===== src/hdl/pfb_pkg.sv =====
// Package for the position frame builder: frame layout constants, item types
// and the bytewise CRC-8 step. Has no dependencies of its own.
`default_nettype none

package pfb_pkg;

	// Frame layout.
	localparam int unsigned FrameBytes = 19;
	localparam int unsigned BodyBytes  = 13;
	localparam int unsigned IdxW       = 5;
	localparam int unsigned BodyIdxW   = 4;

	// Byte positions inside the frame.
	localparam logic [IdxW-1:0] PosHdr0 = 5'd0;
	localparam logic [IdxW-1:0] PosHdr1 = 5'd1;
	localparam logic [IdxW-1:0] PosLen  = 5'd2;
	localparam logic [IdxW-1:0] PosBody = 5'd3;
	localparam logic [IdxW-1:0] PosCrc  = 5'd16;
	localparam logic [IdxW-1:0] PosTrl0 = 5'd17;
	localparam logic [IdxW-1:0] PosTrl1 = 5'd18;

	// Fixed frame bytes.
	localparam logic [7:0] Hdr0       = 8'h55;
	localparam logic [7:0] Hdr1       = 8'hAA;
	localparam logic [7:0] PayloadLen = 8'd13;
	localparam logic [7:0] Trl0       = 8'h0D;
	localparam logic [7:0] Trl1       = 8'h0A;
	localparam logic [7:0] CrcPoly    = 8'h8C;

	// Default depth of the queue between front and back.
	localparam int unsigned QueueDepthDefault = 2;

	// Payload bytes 3 to 15 of a frame, element 0 is frame byte 3.
	typedef logic [BodyBytes-1:0][7:0] body_t;

	// Reflected CRC-8 over one byte, one polynomial step per bit.
	function automatic logic [7:0] crc_byte(input logic [7:0] crc, input logic [7:0] b);
		logic [7:0] c;
		c = crc ^ b;
		for (int k = 0; k < 8; k++) begin
			if (c[0]) begin
				c = (c >> 1) ^ CrcPoly;
			end else begin
				c = c >> 1;
			end
		end
		return c;
	endfunction

endpackage

`default_nettype wire


===== src/hdl/pfb_in_if.sv =====
// Input channel of the position frame builder: six coordinates and a
// control byte with a valid/ready handshake. Depends on nothing.
`default_nettype none

interface pfb_in_if;
	logic               valid;
	logic               ready;
	logic signed [15:0] left_x;
	logic signed [15:0] left_y;
	logic signed [15:0] center_x;
	logic signed [15:0] center_y;
	logic signed [15:0] right_x;
	logic signed [15:0] right_y;
	logic        [7:0]  control_byte;

	modport source (
		output valid, left_x, left_y, center_x, center_y, right_x, right_y, control_byte,
		input  ready
	);
	modport sink (
		input  valid, left_x, left_y, center_x, center_y, right_x, right_y, control_byte,
		output ready
	);
endinterface

`default_nettype wire


===== src/hdl/pfb_out_if.sv =====
// Output channel of the position frame builder: one frame byte and a last
// flag with a valid/ready handshake. Depends on nothing.
`default_nettype none

interface pfb_out_if;
	logic       valid;
	logic       ready;
	logic [7:0] frame_byte;
	logic       frame_last;

	modport source (
		output valid, frame_byte, frame_last,
		input  ready
	);
	modport sink (
		input  valid, frame_byte, frame_last,
		output ready
	);
endinterface

`default_nettype wire


===== src/hdl/pfb_front.sv =====
// Front end: accepts position transactions, packs them into frame payload
// bytes and holds them in a small queue. Depends on pfb_pkg and pfb_in_if.
`default_nettype none

module pfb_front
	import pfb_pkg::*;
#(
	parameter int unsigned QueueDepth = QueueDepthDefault
) (
	input  wire logic clk,
	input  wire logic arst_n,
	pfb_in_if.sink    pos_in,
	output logic      q_valid,
	output body_t     q_body,
	input  wire logic q_pop
);

	localparam int unsigned PtrW = (QueueDepth > 1) ? $clog2(QueueDepth) : 1;
	localparam int unsigned CntW = $clog2(QueueDepth + 1);
	localparam logic [PtrW-1:0] LastPtr = PtrW'(QueueDepth - 1);
	localparam logic [CntW-1:0] FullCnt = CntW'(QueueDepth);

	body_t           mem_q [QueueDepth];
	logic [PtrW-1:0] wr_ptr_q;
	logic [PtrW-1:0] rd_ptr_q;
	logic [CntW-1:0] count_q;
	body_t           packed_body;
	logic            push;
	logic            pop;

	// Lay the coordinates out low byte first, control byte last.
	always_comb begin
		packed_body[0]  = pos_in.left_x[7:0];
		packed_body[1]  = pos_in.left_x[15:8];
		packed_body[2]  = pos_in.left_y[7:0];
		packed_body[3]  = pos_in.left_y[15:8];
		packed_body[4]  = pos_in.center_x[7:0];
		packed_body[5]  = pos_in.center_x[15:8];
		packed_body[6]  = pos_in.center_y[7:0];
		packed_body[7]  = pos_in.center_y[15:8];
		packed_body[8]  = pos_in.right_x[7:0];
		packed_body[9]  = pos_in.right_x[15:8];
		packed_body[10] = pos_in.right_y[7:0];
		packed_body[11] = pos_in.right_y[15:8];
		packed_body[12] = pos_in.control_byte;
	end

	// Handshakes on both sides of the queue.
	assign pos_in.ready = (count_q != FullCnt);
	assign push         = pos_in.valid && pos_in.ready;
	assign q_valid      = (count_q != '0);
	assign pop          = q_pop && q_valid;
	assign q_body       = mem_q[rd_ptr_q];

	// Queue storage.
	always_ff @(posedge clk) begin
		if (push) begin
			mem_q[wr_ptr_q] <= packed_body;
		end
	end

	// Queue pointers and fill count.
	always_ff @(posedge clk or negedge arst_n) begin
		if (!arst_n) begin
			wr_ptr_q <= '0;
			rd_ptr_q <= '0;
			count_q  <= '0;
		end else begin
			if (push) begin
				wr_ptr_q <= (wr_ptr_q == LastPtr) ? '0 : wr_ptr_q + 1'b1;
			end
			if (pop) begin
				rd_ptr_q <= (rd_ptr_q == LastPtr) ? '0 : rd_ptr_q + 1'b1;
			end
			if (push && !pop) begin
				count_q <= count_q + 1'b1;
			end else if (pop && !push) begin
				count_q <= count_q - 1'b1;
			end
		end
	end

endmodule

`default_nettype wire


===== src/hdl/pfb_back.sv =====
// Back end: walks one frame byte per cycle unless the output stalls, folds
// bytes 0 to 15 into the CRC, drives the output register. Depends on pfb_pkg, pfb_out_if.
`default_nettype none

module pfb_back
	import pfb_pkg::*;
(
	input  wire logic   clk,
	input  wire logic   arst_n,
	input  wire logic   q_valid,
	input  wire body_t  q_body,
	output logic        q_pop,
	pfb_out_if.source   frame_out
);

	body_t               body_q;
	logic                busy_q;
	logic [IdxW-1:0]     idx_q;
	logic [7:0]          crc_q;
	logic                out_valid_q;
	logic [7:0]          out_byte_q;
	logic                out_last_q;
	logic                advance;
	logic                emit;
	logic                at_last;
	logic [7:0]          cur_byte;
	logic [BodyIdxW-1:0] body_idx;

	assign advance = !out_valid_q || frame_out.ready;
	assign emit    = advance && busy_q;
	assign at_last = (idx_q == PosTrl1);
	assign q_pop   = advance && (!busy_q || at_last);
	assign body_idx = BodyIdxW'(idx_q - PosBody);

	// Pick the byte at the current frame position.
	always_comb begin
		case (idx_q)
			PosHdr0: cur_byte = Hdr0;
			PosHdr1: cur_byte = Hdr1;
			PosLen:  cur_byte = PayloadLen;
			PosCrc:  cur_byte = crc_q;
			PosTrl0: cur_byte = Trl0;
			PosTrl1: cur_byte = Trl1;
			default: cur_byte = body_q[body_idx];
		endcase
	end

	// Load the next payload when a frame ends or the back end is idle.
	always_ff @(posedge clk) begin
		if (q_pop && q_valid) begin
			body_q <= q_body;
		end
		if (emit) begin
			out_byte_q <= cur_byte;
			out_last_q <= at_last;
		end
	end

	// Sequencer, CRC register and output valid.
	always_ff @(posedge clk or negedge arst_n) begin
		if (!arst_n) begin
			busy_q      <= 1'b0;
			idx_q       <= '0;
			crc_q       <= '0;
			out_valid_q <= 1'b0;
		end else begin
			if (advance) begin
				out_valid_q <= busy_q;
			end
			if (emit) begin
				if (idx_q == PosHdr0) begin
					crc_q <= crc_byte(8'h00, cur_byte);
				end else if (idx_q < PosCrc) begin
					crc_q <= crc_byte(crc_q, cur_byte);
				end
				idx_q <= at_last ? '0 : idx_q + 1'b1;
			end
			if (q_pop) begin
				busy_q <= q_valid;
			end
		end
	end

	assign frame_out.valid      = out_valid_q;
	assign frame_out.frame_byte = out_byte_q;
	assign frame_out.frame_last = out_last_q;

endmodule

`default_nettype wire


===== src/hdl/position_frame_builder_crc8.sv =====
// Position frame builder with CRC-8: top level joining the front queue and
// the back-end serializer. Depends on pfb_pkg, pfb_in_if, pfb_out_if.
// With the back end idle and the output free, an accepted transaction passes through the queue,
// the back-end payload register and the output register before its first frame byte is valid.
// One frame byte per cycle leaves through the output register while the output is ready.
// Frames follow each other without a gap while the queue holds a next transaction.
// Reset clears the queue pointers, the sequencer, the CRC register and the output valid.
`default_nettype none

module position_frame_builder_crc8
	import pfb_pkg::*;
#(
	parameter int unsigned QueueDepth = QueueDepthDefault
) (
	input  wire logic clk,
	input  wire logic arst_n,
	pfb_in_if.sink    pos_in,
	pfb_out_if.source frame_out
);

	logic  q_valid;
	logic  q_pop;
	body_t q_body;

	// Front end with the transaction queue.
	pfb_front #(
		.QueueDepth(QueueDepth)
	) u_front (
		.clk    (clk),
		.arst_n (arst_n),
		.pos_in (pos_in),
		.q_valid(q_valid),
		.q_body (q_body),
		.q_pop  (q_pop)
	);

	// Back end serializer.
	pfb_back u_back (
		.clk      (clk),
		.arst_n   (arst_n),
		.q_valid  (q_valid),
		.q_body   (q_body),
		.q_pop    (q_pop),
		.frame_out(frame_out)
	);

endmodule

`default_nettype wire

===== src/flat_wrapper.sv =====
// flat-port wrapper written by rule: the top's interface ports become plain ports
module position_frame_builder_crc8_flat import pfb_pkg::*;
#(
	parameter int unsigned QueueDepth = QueueDepthDefault
)
  (clk, arst_n, pos_in_valid, pos_in_left_x, pos_in_left_y, pos_in_center_x, pos_in_center_y, pos_in_right_x, pos_in_right_y, pos_in_control_byte, pos_in_ready, frame_out_valid, frame_out_frame_byte, frame_out_frame_last, frame_out_ready);
  pfb_in_if pos_in_i ();
  pfb_out_if frame_out_i ();
  input  wire logic clk;
  input  wire logic arst_n;
  input wire logic [$bits(pos_in_i.valid)-1:0] pos_in_valid;
  input wire logic [$bits(pos_in_i.left_x)-1:0] pos_in_left_x;
  input wire logic [$bits(pos_in_i.left_y)-1:0] pos_in_left_y;
  input wire logic [$bits(pos_in_i.center_x)-1:0] pos_in_center_x;
  input wire logic [$bits(pos_in_i.center_y)-1:0] pos_in_center_y;
  input wire logic [$bits(pos_in_i.right_x)-1:0] pos_in_right_x;
  input wire logic [$bits(pos_in_i.right_y)-1:0] pos_in_right_y;
  input wire logic [$bits(pos_in_i.control_byte)-1:0] pos_in_control_byte;
  output wire logic [$bits(pos_in_i.ready)-1:0] pos_in_ready;
  output wire logic [$bits(frame_out_i.valid)-1:0] frame_out_valid;
  output wire logic [$bits(frame_out_i.frame_byte)-1:0] frame_out_frame_byte;
  output wire logic [$bits(frame_out_i.frame_last)-1:0] frame_out_frame_last;
  input wire logic [$bits(frame_out_i.ready)-1:0] frame_out_ready;
  assign pos_in_i.valid = pos_in_valid;
  assign pos_in_i.left_x = pos_in_left_x;
  assign pos_in_i.left_y = pos_in_left_y;
  assign pos_in_i.center_x = pos_in_center_x;
  assign pos_in_i.center_y = pos_in_center_y;
  assign pos_in_i.right_x = pos_in_right_x;
  assign pos_in_i.right_y = pos_in_right_y;
  assign pos_in_i.control_byte = pos_in_control_byte;
  assign pos_in_ready = pos_in_i.ready;
  assign frame_out_valid = frame_out_i.valid;
  assign frame_out_frame_byte = frame_out_i.frame_byte;
  assign frame_out_frame_last = frame_out_i.frame_last;
  assign frame_out_i.ready = frame_out_ready;
  position_frame_builder_crc8 #(.QueueDepth(QueueDepth)) u_core (.clk(clk), .arst_n(arst_n), .pos_in(pos_in_i), .frame_out(frame_out_i));
endmodule

===== config.mk =====
export PLATFORM = sky130hd
export DESIGN_NAME = position_frame_builder_crc8_flat
export DESIGN_NICKNAME = d
export VERILOG_FILES = /design/src/hdl/pfb_pkg.sv /design/src/hdl/pfb_in_if.sv /design/src/hdl/pfb_out_if.sv /design/src/hdl/pfb_front.sv /design/src/hdl/pfb_back.sv /design/src/hdl/position_frame_builder_crc8.sv /design/src/flat_wrapper.sv
export SDC_FILE = /design/constraint.sdc
export NUM_CORES = 1
export LEC_CHECK = 0
export ABC_AREA = 1
export BUFFER_PORTS_ARGS = -buffer_cell sky130_fd_sc_hd__buf_2
export CORE_MARGIN = 1
export CORE_UTILIZATION = 44
export CTS_CLUSTER_DIAMETER = 150
export DETAILED_ROUTE_END_ITERATION = 16
export PLACE_DENSITY = 0.71
export SYNTH_ARGS = -nofsm -noshare
export SYNTH_HDL_FRONTEND = slang
export SYNTH_SLANG_ARGS = --single-unit

===== constraint.sdc =====
create_clock -name clk -period 20.3 [get_ports clk]
set_input_delay 1.015 -clock clk [delete_from_list [all_inputs] [get_ports clk]]
set_output_delay 1.015 -clock clk [all_outputs]
set_load 0.01 [all_outputs]

==> results.toml, run 1 <==
[run_status]
outcome = "complete, no violations"

[setup_path]
required_ns = 20.70
critPathLaunch = "u_core.u_back.idx_q[0]"
cp_max_fo = 52
cp-end-kind = "flop"
critPathKind = "reg2reg"
cp.arrival_ns = 4.66
r2r_start = "u_core.u_back.idx_q[0]"
cp-start-kind = "flop"

[power_and_ir_drop]
p_leak_nw = 6.44
ir_worst_vdd_uv = 85.8
p_per_area_nw_per_um2 = 187

[synthesis]
synthTopCellsByCount = "482 x nand2_1, 321 x edfxtp_1, 110 x nand3_1"
syn_avg_cell_area_um2 = 11.9
synth_enable_flop_cells = 321
syn-instance-count = 1150
synth_area_leaders = "edfxtp_1 71%, nand2_1 13%, nand3_1 4.0%, dfrtp_1 3.5%, inv_1 1.3%"
synth_top_area_share_pct = 70.6
synth-seq-cells = 340
yosys_warnings = 0
synthFlopType = "edfxtp_1"
synth.most_common_cell = "nand2_1"
synth-seq-area-share_pct = 74.0
yosysUniqueCellTypes = 35
async_flop_share_pct = 5.59
netlist_area_um2 = 13700
yosysTopAreaCell = "edfxtp_1"
synth_fp_nets = 1263

[routing]
wl_um = 28000
first_pass_iters = 5
vias = 8482
drt_iter0_markers = 855
antenna_left = 0
avgViaCountPerCell = 5.00
wire_per_inst_um = 16.5
drc = 0

[final_layout]
fillers = 2608
num_antenna_cells = 0
seq_area_um2 = 10100
drive_gt1_share_pct = 16.6
areaGrowthSynthToFinish_pct = 15.5
fin_area_um2 = 15800
multi_input_comb_area_um2 = 3170
layout.nets = 1386

[clocking]
post_cts.repair.setup_buffers = 0
cts-buffers-inserted = 36
cts.clk_slew.worst_paths_ns = 0.06
cts_buffer_depth = 3
post_cts_resized = 0
cts_max_level = 2
insertion_delay_ns = 0.51
cts-hold-fix-buffers = 0
tritoncts = "yes"
cts-root-buf = "clkbuf_16"
cts.sinks = 340

[floorplan]
ios = 119
rows = 64
initial_utilization_pct = 44.7
coreArea_um2 = 30600
die_x_um = 178
fp.dieH_um = 178
fp.dieArea_um2 = 31800

[place]
placed_cell_area_um2 = 14700
globalplace.congestion = 0.886
port_buffers = 118
dp_hpwl_um = 18200

[grt]
grt_pass1_vias = 7948
antenna_found_initial = 0
grt_max_degree = 82
grt_first_pass_wirelength_um = 43100
grt-ovfl-total = 0
grt_usage_pct = 18.0

[timing]
setup-tns-final_ns = 0
fmax_mhz = 235
finalSetupViolCount = 0
hold_viol = 0
drv_slew = 0
finalCriticalPeriod_ns = 4.26
worst_pin_slew_ns = 0.989
skew_ns = 0.0101
slew_headroom_pct = 34.1
rsz0062_at_grt = "false"
period_share_pct = 21.0

[min_path]
worstHoldPathType = "in2async"

[flow_run]
cap_violations = 0
==> metal layers <==
layer	vias up	GRT usage (%)	part of all wire, %
met5	-	0	0
met4	0	4.59	2.0
met2	255	29.6	48
met3	38	3.09	5.7
met1	4047	25.0	44
li1	4142	-	-
==> cell type report <==
| type | count | share of cell area [%] |
|---|---|---|
| Clock buffer | 43 | 6.01 |
| Multi-Input combinational cell | 711 | 20.1 |
| Clock inverter | 21 | 1.07 |
| Tap cell | 396 | 3.14 |
| Inverter | 57 | 1.36 |
| Timing Repair Buffer | 127 | 4.17 |
| Sequential cell | 340 | 64.1 |
==> registers in the layout, indices dropped and copies added (netlist names) <==
| signal | flops |
|---|---|
| u_core.u_front.rd_ptr_q | 1 |
| u_core.u_back.crc_q | 8 |
| u_core.u_front.count_q | 2 |
| u_core.u_back.busy_q | 1 |
| u_core.u_back.frame_out.valid | 1 |
| u_core.u_back.frame_out.frame_last | 1 |
| u_core.u_front.mem_q | 208 |
| u_core.u_back.body_q | 104 |
| u_core.u_back.frame_out.frame_byte | 8 |
| u_core.u_front.wr_ptr_q | 1 |
| u_core.u_back.idx_q | 5 |
==> stage by stage <==
stage / util, % / setup WS (ns) / total power [mW] / cells / hold slack, ns
after CTS: 51.6 / 16.05 / 2.98 / 1695 / 0.472
after global placement: 47.9 / 16.17 / 2.34 / 1631 / 0.461
final: 51.6 / 16.04 / 2.96 / 1695 / 0.474
after floorplan: - / 12.33 / 2.05 / 1150 / 0.446
after detailed placement: 47.9 / 16.06 / 2.36 / 1631 / 0.473
after global routing: 51.6 / 15.57 / 3.17 / 1695 / 0.508
==> cell families (layout without fill, tap and decap cells) <==
kind of cell               Yosys count  in the layout  synth area share (%)
DFF                                340            340                  74.0
buffers and inverters               99            248                  2.91
xor gates and xnor gates            15             15                  1.13
and+or+nand+nor                    650            650                  19.7
AOI/OAI and AO/OA                   41             41                  1.73
adders and majority gates            5              5                 0.458
==> cell usage in the layout (no fill, tap or decap), types with 4 or more instances in the layout <==
| cell | netlist | layout |
|---|---|---|
| xor2_1 | 8 | 8 |
| clkbuf_16 | 0 | 37 |
| nand2_1 | 482 | 482 |
| nand2_2 | 10 | 10 |
| xnor2_1 | 4 | 4 |
| nand3_1 | 110 | 110 |
| buf_4 | 2 | 9 |
| inv_6 | 0 | 4 |
| ha_1 | 5 | 5 |
| clkbuf_1 | 25 | 6 |
| buf_2 | 9 | 118 |
| inv_2 | 10 | 10 |
| o21ai_1 | 5 | 5 |
| clkinv_1 | 1 | 11 |
| inv_1 | 46 | 46 |
| dfrtp_1 | 19 | 18 |
| edfxtp_1 | 321 | 321 |
| o21ai_0 | 20 | 20 |
| nand3_2 | 7 | 7 |
| a21oi_1 | 5 | 4 |
| nor2_1 | 29 | 27 |
==> report_power, final <==
part	switching, mW	internal [mW]
combinational	0.821	0.348
sequential	0.0921	1.08
clock	0.258	0.361
total	1.17	1.79
==> worst paths after layout <==
kind	endpoint	slack [ns]	depth (start not counted)
max in group asynchronous	u_core.u_front.rd_ptr_q	19.43	1
min in group clk	u_core.u_front.count_q[0]	0.48	1
setup reg to reg	u_core.u_back.crc_q[7]	16.04	19
setup / recovery	u_core.u_back.crc_q[7]	16.04	19
hold / removal	u_core.u_front.count_q[0]	0.47	1
hold reg to reg	u_core.u_front.count_q[0]	0.48	1
==> critical path, stage by stage, from the launching register on <==
cell and delay (ns):
dfrtp_1 0.39, inv_2 0.60, ha_1 0.93, inv_1 0.63, nand3_1 0.26, nand3_1 0.09
nand2_1 0.06, nand2_1 0.08, nand3_1 0.14, nand3_1 0.16, nand3_1 0.12, nand2_1 0.09
nand2_1 0.09, nand2_2 0.08, inv_2 0.09, nand2_1 0.07, nand3_1 0.08, o21ai_1 0.06
nand2_1 0.06, nand2_1 0.05
Note: power is estimated with default switching activity, not from simulation.
==> inputs of run 2 (changes only) <==
==> constraint.sdc (replaced) <==
create_clock -name clk -period 4.35 [get_ports clk]
set_input_delay 0.2175 -clock clk [delete_from_list [all_inputs] [get_ports clk]]
set_output_delay 0.2175 -clock clk [all_outputs]
set_load 0.01 [all_outputs]
==> run 2 against run 1 <==
Compared with the run above:
- global-route usage is 1.0 points higher
- total power grew to 4.7 times the previous value
- count of clock-buffer cells in the layout shrank 6
- clock skew rose by 0.0019 ns
- worst hold slack lost 0.27 ns
- critical path depth did not move
- sequential cell count unchanged
- cell count is 6.0% higher
- combinational power increased to 4.9 times the previous value
- critical path type unchanged
- largest cell class unchanged
- largest power group is now combinational cells
- highest routed layer unchanged
==> results.toml, run 2 (synthesis results as in run 1) <==
[clocking]
cts_max_level = 2
cts.clk_slew.worst_paths_ns = 0.06
cts-root-buf = "clkbuf_16"
cts-buffers-inserted = 35
cts.sinks = 340
cts_buffer_depth = 3
insertion_delay_ns = 0.52
tritoncts = "yes"

[grt]
grt_usage_pct = 19.1
grtUsageMet1_pct = 26.0
top_usage_layer = "met2"
grtUsageMet2_pct = 31.5
grt_max_degree = 106
grt_pass1_vias = 8617
grt_first_pass_wirelength_um = 46000
antenna_found_initial = 0
grt-ovfl-total = 0
grt_util_met3_pct = 3.13

[timing]
period_share_pct = 74.5
finalCriticalPeriod_ns = 3.24
worst_pin_slew_ns = 1.05
setup-tns-final_ns = 0
fmax_mhz = 309
rsz0062_at_grt = "false"
drv_slew = 0
finalSetupViolCount = 0
slew_headroom_pct = 29.7
hold_viol = 0
fin_hold_ws_ns = 0.200
skew_ns = 0.0119

[final_layout]
num_antenna_cells = 0
areaGrowthSynthToFinish_pct = 23.2
final_cell_mix = "482 x nand2_1, 321 x edfxtp_1, 118 x buf_2"
top_regs = "u_core.u_front.mem_q (208), u_core.u_back.body_q (104)"
layout.nets = 1494
fin_cells = 1797
top_register = "u_core.u_front.mem_q"
drive_gt1_share_pct = 15.6
final_common_cell = "nand2_1"
largest_register_ffs = 208

[floorplan]
fp.dieArea_um2 = 31800
die_x_um = 178
fp.dieH_um = 178
coreArea_um2 = 30600
initial_utilization_pct = 44.7
ios = 119
rows = 64

[routing]
vias = 8977
antenna_left = 0
first_pass_iters = 6
drt_iter0_markers = 897
drc = 0
wl_um = 29700
avgViaCountPerCell = 5.00
wire_per_inst_um = 16.5

[setup_path]
crit_chain = "inv_1, ha_1, buf_4, inv_1, nand3_1, nand3_1, nand3_1, nand3_2, nand2_2, nand2_1, nand2_1, inv_1, nand2_1, nand2_1, xor2_1, nor2_1, nand2_1, nand3_1, nand2_1"
crit_buf_inv = 4
cp_max_fo = 30
cpPeakStageDelay_ns = 0.42
critPathTopFamily = "simple AND/OR/NAND/NOR gates"
required_ns = 4.75
reg2reg_setup_slack_ns = 1.11
cp-start-kind = "flop"
critPathSlowestCell = "inv_1"
critPathKind = "reg2reg"
cp-end-kind = "flop"
cpMostUsedCell = "nand2_1"
cp.arrival_ns = 3.64

[power_and_ir_drop]
pwr-share-seq_pct = 38.9
pwr-share-clk_pct = 20.2
p_per_area_nw_per_um2 = 826
netSwitchingFraction_pct = 40.0
p_sw_mw = 5.56
p_leak_nw = 6.89
p_total_mw = 13.9
ir_worst_vdd_uv = 455
p_comb_share_pct = 40.9
internal_power_mw = 8.34

[place]
port_buffers = 118
dp_hpwl_um = 18100
globalplace.congestion = 0.914
placedCellCount = 1634

[run_status]
outcome = "complete, no violations"

[min_path]
worstHoldPathType = "in2async"

[flow_run]
cap_violations = 0
run 2: changes by cell type in the layout (fill, tap and decap cells not counted), sizes merged:
cell | before | now
inv | 60 | 57
buf | 127 | 130
clkbuf | 43 | 37
clkinvlp | 3 | 1
dlygate4sd3 | 0 | 106
clkinv | 13 | 17
run 2: timing repair:
action	CTS	global route
hold buffers	106	0
setup buffers	0	0
hold endpoints to repair	228	0
resized for setup	0	0
run 2: cell type report:
cell class,instances,area (um2)
fillers,2486,13800
flip-flops and latches,340,10100
multi-input cells,711,3170
repair buffers,236,1750
clock buffers,37,893
well taps,396,495
inverters,57,214
clock inverters,20,175
run 2: power by group through the flow:
stage          combinational [mW]  sequential [mW]  clock, mW
6_report                     5.69             5.41       2.80
5_1_grt                      6.37             5.50       2.97
4_1_cts                      5.69             5.40       2.85
3_5_place_dp                 5.59             5.45          0
3_3_place_gp                 5.50             5.45          0
2_1_floorplan                4.10             5.41          0
run 2: metrics by stage:
step,instance area [um2],util (%),setup WS [ns]
2_1_floorplan,13700,-,-1.14
3_3_place_gp,14700,48.0,1.20
3_5_place_dp,14700,48.0,1.18
4_1_cts,16800,55.0,1.16
5_1_grt,16800,55.0,0.814
6_report,16800,55.0,1.11
run 2: worst paths after layout:
kind                                            from                        end  cells after the start
max                           u_core.u_back.idx_q[1]     u_core.u_back.crc_q[0]                     19
min                                           arst_n     u_core.u_back.crc_q[3]                      2
max reg2reg                   u_core.u_back.idx_q[1]     u_core.u_back.crc_q[0]                     19
min reg2reg                u_core.u_front.count_q[0]  u_core.u_front.count_q[0]                      1
max in group asynchronous                     arst_n    u_core.u_front.rd_ptr_q                      2
min in group clk                        pos_in_valid    u_core.u_front.wr_ptr_q                      5
run 2: routing by layer:
metal / wire, um / vias up
met1: 12900 / 4280
li1: - / 4352
met3: 1550 / 52
met5: 0 / -
met4: 696 / 0
met2: 14600 / 293
